==> config.mk <==
export PLATFORM = sky130hd
export DESIGN_NAME = worst_fit_block_allocator_unit
export DESIGN_NICKNAME = d
export VERILOG_FILES = /design/src/hdl/wfba_pkg.sv /design/src/hdl/wfba_ram.sv /design/src/hdl/wfba_ctrl.sv /design/src/hdl/wfba_datapath.sv /design/src/hdl/worst_fit_block_allocator_unit.sv
export SDC_FILE = /design/constraint.sdc
export NUM_CORES = 1
export LEC_CHECK = 0
export BUFFER_PORTS_ARGS = -buffer_cell sky130_fd_sc_hd__buf_2
export CAP_MARGIN = 25
export CORE_MARGIN = 5
export CORE_UTILIZATION = 30
export DETAILED_ROUTE_END_ITERATION = 7
export GPL_ROUTABILITY_DRIVEN = 0
export PLACE_DENSITY = 0.42
export SYNTH_ARGS = -nofsm -noshare
export SYNTH_HDL_FRONTEND = slang
export SYNTH_SLANG_ARGS = --single-unit
==> constraint.sdc <==
create_clock -name clk -period 4.2 [get_ports clk]
set_input_delay 0.63 -clock clk [delete_from_list [all_inputs] [get_ports clk]]
set_output_delay 0.63 -clock clk [all_outputs]
set_load 0.02 [all_outputs]
==> src/hdl/wfba_pkg.sv <==
`default_nettype none
package wfba_pkg;

	localparam int NUM_BLOCKS = 64;
	localparam int SIZE_BITS  = 16;
	localparam int IDX_BITS   = $clog2(NUM_BLOCKS);
	localparam int CNT_BITS   = 7;

	localparam logic ACT_LOAD    = 1'b0;
	localparam logic ACT_REQUEST = 1'b1;

	typedef logic [IDX_BITS-1:0]  idx_t;
	typedef logic [SIZE_BITS-1:0] size_t;
	typedef logic [CNT_BITS-1:0]  cnt_t;

	typedef struct packed {
		logic        action;
		logic [5:0]  block_number;
		logic [15:0] size_value;
	} wfba_in_t;

	typedef struct packed {
		logic        granted;
		logic [5:0]  chosen_block;
		logic [15:0] leftover;
	} wfba_out_t;

	typedef struct packed {
		logic load;
		logic begin_req;
		logic issue;
		logic finish;
	} wfba_cmd_t;

	typedef struct packed {
		logic limit_zero;
		logic last_issue;
	} wfba_sts_t;

endpackage
`default_nettype wire

==> src/hdl/wfba_ram.sv <==
`default_nettype none
module wfba_ram #(
	parameter int WIDTH = 16,
	parameter int DEPTH = 64,
	localparam int AW = $clog2(DEPTH)
) (
	input  wire logic             clk,
	input  wire logic             we,
	input  wire logic [AW-1:0]    waddr,
	input  wire logic [WIDTH-1:0] wdata,
	input  wire logic             re,
	input  wire logic [AW-1:0]    raddr,
	output logic      [WIDTH-1:0] rdata
);

	logic [WIDTH-1:0] mem_q [DEPTH];

	always_ff @(posedge clk) begin
		if (we) begin
			mem_q[waddr] <= wdata;
		end
		if (re) begin
			rdata <= mem_q[raddr];
		end
	end

endmodule
`default_nettype wire

==> src/hdl/wfba_ctrl.sv <==
`default_nettype none
module wfba_ctrl (
	input  wire logic                clk,
	input  wire logic                arst_n,
	input  wire logic                start,
	input  wire logic                action,
	input  wire wfba_pkg::wfba_sts_t sts,
	output logic                     busy,
	output wfba_pkg::wfba_cmd_t      cmd
);
	import wfba_pkg::*;

	typedef enum logic [1:0] {
		ST_IDLE,
		ST_SCAN,
		ST_WAIT,
		ST_FINISH
	} state_t;

	state_t state_q;

	assign busy = (state_q != ST_IDLE);

	always_comb begin
		cmd = '0;
		unique case (state_q)
			ST_IDLE: begin
				cmd.load      = start && (action == ACT_LOAD);
				cmd.begin_req = start && (action == ACT_REQUEST);
			end
			ST_SCAN:   cmd.issue  = 1'b1;
			ST_WAIT:   cmd        = '0;
			ST_FINISH: cmd.finish = 1'b1;
			default:   cmd        = '0;
		endcase
	end

	always_ff @(posedge clk or negedge arst_n) begin
		if (!arst_n) begin
			state_q <= ST_IDLE;
		end else begin
			unique case (state_q)
				ST_IDLE: begin
					if (start && (action == ACT_REQUEST)) begin
						state_q <= sts.limit_zero ? ST_FINISH : ST_SCAN;
					end
				end
				ST_SCAN: begin
					if (sts.last_issue) begin
						state_q <= ST_WAIT;
					end
				end
				ST_WAIT:   state_q <= ST_FINISH;
				ST_FINISH: state_q <= ST_IDLE;
				default:   state_q <= ST_IDLE;
			endcase
		end
	end

endmodule
`default_nettype wire

==> src/hdl/wfba_datapath.sv <==
`default_nettype none
module wfba_datapath (
	input  wire logic                 clk,
	input  wire logic                 arst_n,
	input  wire logic                 cfg_we,
	input  wire wfba_pkg::cnt_t       cfg_wdata,
	input  wire wfba_pkg::wfba_in_t   req,
	input  wire wfba_pkg::wfba_cmd_t  cmd,
	output wfba_pkg::wfba_sts_t       sts,
	output logic                      done,
	output wfba_pkg::wfba_out_t       result
);
	import wfba_pkg::*;

	cnt_t              count_q;
	cnt_t              limit;
	logic [NUM_BLOCKS-1:0] used_q;
	idx_t              addr_q;
	size_t             want_q;
	logic              valid_s1;
	idx_t              idx_s1;
	logic              used_s1;
	size_t             rd_data;
	logic              found_q;
	idx_t              best_idx_q;
	size_t             best_left_q;
	logic              fit;
	size_t             left;
	logic              load_ok;

	// entries past the table take no part in a scan
	assign limit = (count_q > cnt_t'(NUM_BLOCKS)) ? cnt_t'(NUM_BLOCKS) : count_q;

	assign sts.limit_zero = (limit == '0);
	assign sts.last_issue = ((cnt_t'(addr_q) + cnt_t'(1)) == limit);

	assign load_ok = (int'(req.block_number) < NUM_BLOCKS);

	wfba_ram #(
		.WIDTH (SIZE_BITS),
		.DEPTH (NUM_BLOCKS)
	) u_sizes (
		.clk   (clk),
		.we    (cmd.load && load_ok),
		.waddr (idx_t'(req.block_number)),
		.wdata (size_t'(req.size_value)),
		.re    (cmd.issue),
		.raddr (addr_q),
		.rdata (rd_data)
	);

	assign fit  = valid_s1 && !used_s1 && (rd_data >= want_q);
	assign left = rd_data - want_q;

	always_ff @(posedge clk or negedge arst_n) begin
		if (!arst_n) begin
			count_q  <= '0;
			used_q   <= '0;
			valid_s1 <= 1'b0;
			found_q  <= 1'b0;
			done     <= 1'b0;
		end else begin
			if (cfg_we) begin
				count_q <= cfg_wdata;
			end
			if (cmd.load && load_ok) begin
				used_q[idx_t'(req.block_number)] <= 1'b0;
			end
			valid_s1 <= cmd.issue;
			done     <= cmd.finish;
			if (cmd.begin_req) begin
				found_q <= 1'b0;
			end else if (fit && (!found_q || (left > best_left_q))) begin
				// strict compare keeps the lowest index on a tie
				found_q <= 1'b1;
			end
			if (cmd.finish && found_q) begin
				used_q[best_idx_q] <= 1'b1;
			end
		end
	end

	always_ff @(posedge clk) begin
		if (cmd.begin_req) begin
			want_q <= size_t'(req.size_value);
			addr_q <= '0;
		end else if (cmd.issue) begin
			addr_q <= addr_q + idx_t'(1);
		end
		idx_s1  <= addr_q;
		used_s1 <= used_q[addr_q];
		if (!cmd.begin_req && fit && (!found_q || (left > best_left_q))) begin
			best_idx_q  <= idx_s1;
			best_left_q <= left;
		end
		if (cmd.finish) begin
			result.granted      <= found_q;
			result.chosen_block <= found_q ? 6'(best_idx_q) : '0;
			result.leftover     <= found_q ? 16'(best_left_q) : '0;
		end
	end

endmodule
`default_nettype wire

==> src/hdl/worst_fit_block_allocator_unit.sv <==
`default_nettype none
// Worst-fit allocator over a table of NUM_BLOCKS block sizes. A load word (no result)
// writes one entry's size and frees it. A request word scans the free entries among
// the first block_count, one entry per cycle through the single read port of the size
// memory, and picks the largest leftover (lowest index on a tie).
// Busy is high from the accepting edge through the scan of min(block_count, NUM_BLOCKS)
// entries, a wait state and a finish state (the finish state alone when block_count is
// zero); the result word shows with done for exactly one cycle right after busy falls, and
// a new start is taken in that same cycle. The receiver cannot stall, so every result must
// be taken when done is high. block_count may be written only while busy is low.
module worst_fit_block_allocator_unit (
	input  wire logic               clk,
	input  wire logic               arst_n,
	input  wire logic               start,
	output logic                    busy,
	input  wire wfba_pkg::wfba_in_t req,
	input  wire logic               cfg_we,
	input  wire wfba_pkg::cnt_t     cfg_wdata,
	output logic                    done,
	output wfba_pkg::wfba_out_t     result
);
	import wfba_pkg::*;

	wfba_cmd_t cmd;
	wfba_sts_t sts;

	wfba_ctrl u_ctrl (
		.clk    (clk),
		.arst_n (arst_n),
		.start  (start),
		.action (req.action),
		.sts    (sts),
		.busy   (busy),
		.cmd    (cmd)
	);

	wfba_datapath u_dp (
		.clk       (clk),
		.arst_n    (arst_n),
		.cfg_we    (cfg_we),
		.cfg_wdata (cfg_wdata),
		.req       (req),
		.cmd       (cmd),
		.sts       (sts),
		.done      (done),
		.result    (result)
	);

endmodule
`default_nettype wire

[Word level (Yosys, flattened, before mapping)]
Memories as Yosys holds them, arrays and structs flattened. A register that Yosys moved wholly into a read port is not among the register bits.
Cells that the tools add are included.
Cells by class
  add/sub/neg operators: 3
  order comparisons: 8
  bitwise logic cells: 4
  reductions and logical operators: 19
  equality and inequality tests: 6
  multiplexer cells: 20
Operators with widths (count)
  $mux W64: 2
  $and A64 B64 Y64: 1
  $not A64 Y64: 1
  $or A64 B64 Y64: 1
  $lt A6 B7 Y1 const B: 3
  $ge A16 B16 Y1: 1
  $gt A16 B16 Y1: 1
  $sub A16 B16 Y16: 1
  $demux W1 S6: 2
  $ge A6 B1 Y1 const B: 2
  $logic_and A1 B1 Y1: 10
  $mux W1: 9
  $mux W2: 4
  $pmux W2 S4: 1
  $add A6 B1 Y7 const B: 1
  $eq A7 B7 Y1: 1
  $gt A7 B7 Y1 const B: 1
  $logic_not A7 Y1: 1
  $mux W7: 1
  $add A6 B1 Y6 const B: 1
  $bmux W1 S6: 1
  $eq A2 B2 Y1 const B: 2
  $reduce_bool A2 Y1: 2
  $logic_not A1 Y1: 3
  other kinds (7): 7
Storage, ports and cells
  memory bits (writable): 1024
  bits in registers: 150
  memories: 1
  output and inout bits: 25
  input port bits: 34
Memories
  u_dp.u_sizes.mem_q: depth 64, width 16, read ports 1, clocked after memory_dff 1, wr ports 1, RTL line wfba_ram.sv:16  | logic [WIDTH-1:0] mem_q [DEPTH];

[Longest topological paths before layout]
Gate-level depths: netlist of run 1.
  depth in word-level cells: 9
  depth in mapped cells: 16
  gate-level depth less buffers: 16

[Modules after synthesis]
From an unflattened synthesis of run 1, not the netlist that was laid out.
Unflattened totals
  cells, all modules: 2502
  area, all modules: 47665.7 sq um
Modules (own cells, without submodules)
  wfba_ram: sequential area each 31230.0 sq um, cells each 1829, area an instance 40202.3 sq um, times used 1
  wfba_datapath: sequential area each 3943.8 sq um, cells each 653, area an instance 7264.5 sq um, times used 1
  wfba_ctrl: sequential area each 50.0 sq um, cells each 20, area an instance 198.9 sq um, times used 1

[Worst setup path before layout of run 1]
Ideal clock, no wire load.
  path type: flip-flop to flip-flop
  start point: register u_dp.u_sizes.rdata[0], read port of u_dp.u_sizes.mem_q
  end point: register u_dp.best_idx_q[0] (enable)
  setup slack: 0.226 ns
  clock period less this slack: 3.974 ns
  stages on the path, launching flop included: 16
  data required time: 3.823 ns
  library setup time: 0.377 ns
  path buffers: 0
  data arrival time: 3.597 ns
  cells stage by stage: edfxtp_1 -> inv_1 -> ha_1 -> inv_1 -> fa_1 -> a21o_1 -> a21oi_1 -> o211ai_1 -> a31oi_1 -> o21ai_0 -> xor2_1 -> ha_1 -> nand3_1 -> or4_1 -> nand3_1 -> o211a_1
On the way
  cells in the longest elaborated chain, start to end: 4
  elaborated cells between the ends (all ways): 7
RTL lines
  start, declared: RTL line wfba_ram.sv:13  | output logic [WIDTH-1:0] rdata
  $sub A16 B16 Y16: RTL line wfba_datapath.sv:53  | assign left = rd_data - want_q;
  named net u_dp.left[14]: RTL line wfba_datapath.sv:28  | size_t left;
  $gt A16 B16 Y1: RTL line wfba_datapath.sv:92  | if (!cmd.begin_req && fit && (!found_q || (left > best_left_q))) begin
  $logic_or A1 B1 Y1: RTL line wfba_datapath.sv:92
  $logic_and A1 B1 Y1: RTL line wfba_datapath.sv:92
  end signal, assigned: RTL line wfba_datapath.sv:93  | best_idx_q <= idx_s1;
  end, declared: RTL line wfba_datapath.sv:25  | idx_t best_idx_q;
The timed path passes the listed nets, and every way through them passes these cells.
A chain may end at the register's enable or synchronous reset.

[Final worst setup path of run 1]
  start point: register u_dp.u_sizes.rdata[1], read port of u_dp.u_sizes.mem_q
  end point: register u_dp.best_left_q[5] (enable)
On the way
  cells in the longest elaborated chain, start to end: 4
  elaborated cells between the ends (all ways): 7
RTL lines
  $sub A16 B16 Y16: RTL line wfba_datapath.sv:53
  named net u_dp.left[15]: RTL line wfba_datapath.sv:28
  $gt A16 B16 Y1: RTL line wfba_datapath.sv:92
  $logic_or A1 B1 Y1: RTL line wfba_datapath.sv:92
  $logic_and A1 B1 Y1: RTL line wfba_datapath.sv:92
  end signal, assigned: RTL line wfba_datapath.sv:94  | best_left_q <= left;
  end, declared: RTL line wfba_datapath.sv:26  | size_t best_left_q;
The timed path passes the listed nets, and every way through them passes these cells.

==> results of run 1 <==
-- per-stage QoR --
step / utilization / total power (W) / setup WS [ns] / cell area, um2
2_1_floorplan: - / 0.0205 / 0.226 / 47000
3_3_place_gp: 0.324 / 0.0243 / 0.159 / 50600
3_5_place_dp: 0.324 / 0.0244 / 0.252 / 50600
4_1_cts: 0.351 / 0.0357 / 0.241 / 54800
5_1_grt: 0.352 / 0.0367 / 0.0141 / 54900
6_report: 0.352 / 0.0351 / 0.265 / 54900
-- routing by layer --
metal / vias up / routed length (um)
met5: - / 21
met4: 4 / 2480
met3: 162 / 6280
met2: 602 / 62400
met1: 12700 / 58100
li1: 9811 / -
-- worst reg2reg max path, delay by kind of cell, from the launching register on --
family                   cells  cell delay [ns]
AO/OA/AOI/OAI                5             1.04
adder cells (fa/ha/maj)      2             0.58
buffers and inverters        1             0.17
flip-flops                   1             0.43
AND/OR/NAND/NOR              5             1.42
-- repair_timing --
| item | CTS | global route |
|---|---|---|
| endpoints found under the hold margin | 0 | 25 |
| endpoints found under the setup margin | 0 | 22 |
| resized for setup | 0 | 1 |
| hold buffers | 0 | 1 |
-- area by class of cell --
class                           count  share of cell area
Clock buffer                      169              0.0646
Timing Repair Buffer              198              0.0308
Inverter                           42             0.00287
Tap cell                         2058              0.0469
Antenna cell                        2           0.0000911
Multi-Input combinational cell    917               0.202
Sequential cell                  1190               0.642
Clock inverter                     68              0.0107
-- synth_stat cells, types with 20 or more instances --
master / number
nor2b_1: 28
nand2_1: 34
mux2i_1: 20
clkbuf_1: 59
buf_2: 32
inv_1: 42
edfxtp_1: 1101
a21oi_1: 31
o21ai_0: 141
mux4_2: 322
and2_1: 24
ha_1: 38
nor2_1: 94
dfrtp_1: 76
-- where the power goes --
part	leakage, nW	switching (W)	internal [W]
clock	2.00	0.00465	0.00647
combinational	4.51	0.00537	0.00446
sequential	10.8	0.000621	0.0135
total	17.3	0.0106	0.0245
-- flip-flops by register name, summed over array words and instances (netlist names) --
register / flops
u_dp.found_q: 1
u_ctrl.state_q: 2
u_dp.want_q: 16
u_dp.valid_s1: 1
u_dp.result: 23
u_dp.idx_s1: 6
u_dp.used_s1: 1
u_dp.u_sizes.mem_q: 1024
u_dp.best_idx_q: 6
u_dp.done: 1
u_dp.addr_q: 6
u_dp.used_q: 64
u_dp.u_sizes.rdata: 16
u_dp.best_left_q: 16
u_dp.count_q: 7
-- cells by family after synthesis --
logic type,Yosys count,share of synthesized area
xor+xnor,22,0.00410
mux,355,0.162
simple gates,241,0.0252
buf+inv,163,0.0157
fa+ha+maj,39,0.0105
compound gates,260,0.0334
flops,1190,0.749
-- worst paths after layout --
check / from / end / slack, ns
max: u_dp.u_sizes.rdata[1] / u_dp.best_left_q[5] / 0.26
min: cfg_wdata[0] / u_dp.count_q[0] / 0.12
min in group asynchronous: arst_n / u_dp.used_q[55] / 0.25
max reg2reg: u_dp.u_sizes.rdata[1] / u_dp.best_left_q[5] / 0.26
max in group asynchronous: arst_n / u_dp.count_q[5] / 3.36
min reg2reg: u_dp.idx_s1[2] / u_dp.best_idx_q[2] / 0.41
==> impl_metrics.yaml, run 1 <==
critical_path:
  r2r.worst_path.cells: 13
  crit_family: "simple AND/OR/NAND/NOR gates"
  worst_setup_path_start_kind: "flip-flop"
  cp_num_cells: 13
  cp_cell_sequence: "ha_1 > nor2b_1 > o21a_1 > o21ai_0 > a211o_1 > a2111oi_0 > nor4_1 > ha_1 > nand3_1 > or4_1 > nand3_1 > o211a_1 > buf_12"
  end_kind: "flip-flop"
  critPathMaxFanout: 18
  path_buf_inv: 1
  cp.arrival_ns: 4.39
  crit_path_top_delay_cell: "or4_1"
  cp.required_ns: 4.66
  slowest_delay_ns: 0.55
  worstSetupPathType: "flip-flop to flip-flop"
power:
  powerDensity_mw_per_mm2: 639
  ir_worst_vdd_uv: 321
  p_leak_nw: 17.3
synthesis:
  seq_area_frac_synth: 0.749
  ys_ff_latch: 1190
  synthesis.nets: 2343
  synth_top_area_frac: 0.703
  synthCells: 2270
  yosysWarningCount: 0
  async_flop_share: 0.0639
  synth_edf_count: 1101
  synth.area.top_cells: "edfxtp_1, mux4_2, dfrtp_1"
  synth.distinct_cells: 52
  synth_area_mm2: 0.0470
  synth_top_cell_by_area: "edfxtp_1"
  postSynthAreaPerCell_um2: 20.7
  ys.flop_type: "edfxtp_1"
sta:
  worst_pin_slew_ns: 1.05
  finalSetupTns_ns: 0
  setup_viol: 0
  layout_min_cycle_time_ns: 3.94
  finalCritPeriodShare: 0.937
  finClkSkew_ns: 0.0182
  relSlewSlack: 0.295
  hold_viol_final: 0
  report.final.slew_viol_count: 0
  max_freq_mhz: 254
  whs_ns: 0.119
  rsz0062_at_grt: "no"
layout:
  seq_area_mm2: 0.0352
  layout.nets: 2555
  fill_cells: 14500
  multi_input_area_mm2: 0.0111
  stdcell_count: 4644
  drive_above_1_share: 0.288
  area_growth_pct: 16.8
  final_cell_mix: "edfxtp_1, mux4_2, o21ai_0"
  final_common_cell: "edfxtp_1"
status:
  status: "finished clean"
clocking:
  cts.sinks: 1190
  clock_latency_ns: 0.75
  root_buffer: "clkbuf_16"
  path_clk_slew_ns: 0.05
  cts_setup_buffers: 0
  cts_max_path_buffers: 3
  cts_tree: "built"
  htreeDepth: 4
  numCtsBuffers: 133
detailed_routing:
  route.detailed.drc: 0
  via_count: 23300
  vias_per_cell: 5.01
  dr.first_iter.drc_count: 1984
  dr.pass1.iters: 6
  routedWlPerCell_um: 27.8
  ant_nets: 0
  routed_wl_um: 129000
die:
  die_w_um: 406
  core_mm2: 0.156
  num_io_pins: 59
  start_util: 0.301
  die_area_mm2: 0.165
  fp.dieH_um: 406
  row_count: 145
grt:
  busiest_layer: "met2"
  use_met3: 0.0291
  met1_usage: 0.217
  gr-total-overflow: 0
  met2_usage: 0.257
  antenna_found_initial: 7
  grt_pass1_vias: 24500
  grt_pass1_wl_um: 184000
  grt_max_degree: 77
  grt_use_total: 0.157
placement:
  portBuffers: 58
  hpwl_um: 78000
  dpl.cell_count: 4398
worst_hold_path:
  whs_path_depth: 2
  hp-class: "input port to flip-flop"
run:
  drv_cap: 0
(Power assumes the default switching activity.)
==> run 2, diff against run 1 <==
Settings changed: ABC_AREA from default to 1.
==> run 2 against run 1 <==
  * Power increased by 5.1%
  * Global-route usage increased by 1.8 points
  * Sequential share of layout area decreased by 1.1 points
  * Worst setup slack improved by 0.39 ns
  * Synthesized cell count increased by 71%
  * Worst hold slack got worse by 0.021 ns
  * Routed wire length increased by 17%
  * First-iteration DRC count increased by 31%
  * Sequential power about the same
  * Cell area increased by 1.8%
  * Combinational power increased by 20%
  * Critical path type unchanged
==> impl_metrics.yaml, run 2 <==
status:
  status: "finished clean"
critical_path:
  end_kind: "flip-flop"
  cp_cell_sequence: "inv_1 > ha_1 > inv_1 > fa_1 > nand3_1 > nand2_1 > a21oi_1 > o21bai_1 > a21oi_1 > xor2_1 > ha_1 > nand4_1 > nor2_1 > nand2_1 > nand2_1 > nand2_1 > a21oi_2 > buf_4"
  worst_setup_path_start_kind: "flip-flop"
  worstSetupPathType: "flip-flop to flip-flop"
  critPathMaxFanout: 16
  cp.arrival_ns: 4.00
  cp.required_ns: 4.65
  crit_family: "adder cells"
  cpMostUsedCell: "nand2_1"
  slowest_delay_ns: 0.40
  crit_path_top_delay_cell: "fa_1"
  path_buf_inv: 3
sta:
  finalSetupTns_ns: 0
  finClkSkew_ns: 0.0245
  finalCritPeriodShare: 0.845
  layout_min_cycle_time_ns: 3.55
  whs_ns: 0.0978
  hold_viol_final: 0
  rsz0062_at_grt: "no"
  relSlewSlack: 0.284
  setup_viol: 0
  max_freq_mhz: 282
  report.final.slew_viol_count: 0
  worst_pin_slew_ns: 1.07
layout:
  largest_reg_flops: 1024
  multi_input_area_mm2: 0.0114
  regMostFlops: "u_dp.u_sizes.mem_q"
  layout.nets: 4079
  drive_above_1_share: 0.112
  final_common_cell: "edfxtp_1"
  stdcell_count: 6279
  final_cell_area_mm2: 0.0559
  area_growth_pct: 15.7
  reg_top3: "u_dp.u_sizes.mem_q x1024, u_dp.used_q x64, u_dp.result x23"
  fill_cells: 16000
  final_cell_mix: "edfxtp_1, nor2_1, o21ai_0"
  seq_area_mm2: 0.0352
grt:
  gr-total-overflow: 0
  grt_pass1_vias: 30000
  antenna_found_initial: 7
  grt_use_total: 0.175
  grt_max_degree: 164
  grt_pass1_wl_um: 218000
run:
  drv_cap: 0
clocking:
  cts_max_path_buffers: 3
  numCtsBuffers: 137
  cts_setup_buffers: 0
  clock_latency_ns: 0.79
  htreeDepth: 4
  root_buffer: "clkbuf_16"
  cts_tree: "built"
  cts.sinks: 1190
  path_clk_slew_ns: 0.06
die:
  num_io_pins: 59
  die_w_um: 411
  start_util: 0.301
  fp.dieH_um: 411
  row_count: 147
  die_area_mm2: 0.169
  core_mm2: 0.160
power:
  p_leak_nw: 18.8
  power.total_w: 0.0369
  ir_worst_vdd_uv: 513
  powerDensity_mw_per_mm2: 660
placement:
  hpwl_um: 88400
  dpl.cell_count: 6025
  postPlaceCellArea_mm2: 0.0517
  portBuffers: 58
synthesis:
  async_flop_share: 0.0639
  synthesis.nets: 3963
  ys_ff_latch: 1190
  synth_top_cell_by_area: "edfxtp_1"
  synth_common_cells: "edfxtp_1, nor2_1, o21ai_0, nand2_1, nand3_1"
  synth_area_mm2: 0.0483
  seq_area_frac_synth: 0.729
  yosysWarningCount: 0
  synth_edf_count: 1101
  synth.area.top_cells: "edfxtp_1, o21ai_0, nor2_1"
  ys.flop_type: "edfxtp_1"
  synthCells: 3890
  postSynthAreaPerCell_um2: 12.4
  synth.distinct_cells: 37
  synth.most_common_cell: "edfxtp_1"
  synth_top_area_frac: 0.685
detailed_routing:
  ant_nets: 0
  vias_per_cell: 4.96
  dr.pass1.iters: 5
  via_count: 31100
  route.detailed.drc: 0
  routedWlPerCell_um: 24.0
  routed_wl_um: 151000
  dr.first_iter.drc_count: 2602
worst_hold_path:
  hp-class: "input port to flip-flop"
## run 2: cell types whose count changed after synthesis, sizes merged, moves of 28 or more
cell    before  now
nor2        94  733
o21ai      141  634
mux4       322    0
nand2       34  303
nand3       14  171
o22ai       11  162
o211ai       3  129
inv         42  138
clkbuf      59  123
buf         62  122
a21oi       31   69
nor2b       28    0
## run 2: worst min-delay path: stages
cell	delay (ns)
buf_2	0.08
nand2_1	0.05
o21ai_0	0.07
## run 2: where the power goes
| part | total, W | internal, W | leakage (nW) | switching, W |
|---|---|---|---|---|
| clock | 0.0112 | 0.00629 | 2.02 | 0.00492 |
| sequential | 0.0139 | 0.0135 | 10.8 | 0.000323 |
| combinational | 0.0118 | 0.00323 | 5.97 | 0.00857 |
## run 2: final cells by class
| type | count | area share |
|---|---|---|
| flip-flops and latches | 1190 | 0.630 |
| clock inverters | 65 | 0.00933 |
| repair buffers | 222 | 0.0326 |
| multi-input cells | 2316 | 0.205 |
| clock buffers | 183 | 0.0648 |
| diodes | 4 | 0.000179 |
| well taps | 2160 | 0.0484 |
| inverters | 139 | 0.00969 |
## run 2: kinds of logic after synthesis
| kind of cell | synth area share |
|---|---|
| fa+ha+maj | 0.0103 |
| compound gates | 0.118 |
| mux | 0.00117 |
| buf+inv | 0.0361 |
| simple gates | 0.103 |
| xor+xnor | 0.00272 |
| flops | 0.729 |
## run 2: metrics by stage
stage	util	setup slack, ns
2_1_floorplan	-	0.319
3_3_place_gp	0.322	0.674
3_5_place_dp	0.322	0.672
4_1_cts	0.348	0.640
5_1_grt	0.348	0.309
6_report	0.348	0.651
## run 2: what timing repair did
item / CTS / global route
hold buffers: 1 / 0
hold endpoints to repair: 47 / 0
gates resized for setup: 0 / 0
## run 2: layer usage
metal | GRT usage | share of wire | vias to the layer above
li1 | - | - | 14400
met1 | 0.249 | 0.47 | 15800
met2 | 0.275 | 0.46 | 712
met3 | 0.0248 | 0.042 | 201
met4 | 0.0595 | 0.030 | 4
met5 | 0 | 0.00018 | -
## run 2: worst paths after layout
kind	endpoint	from	slack (ns)	cells after the start
max	u_dp.best_left_q[4]	u_dp.u_sizes.rdata[0]	0.65	18
min in group asynchronous	u_dp.count_q[0]	arst_n	0.43	2
min	u_dp.count_q[5]	cfg_wdata[5]	0.1	3
max in group asynchronous	u_dp.used_q[7]	arst_n	2.81	3
min reg2reg	u_dp.best_idx_q[0]	u_dp.idx_s1[0]	0.40	0
max reg2reg	u_dp.best_left_q[4]	u_dp.u_sizes.rdata[0]	0.65	18
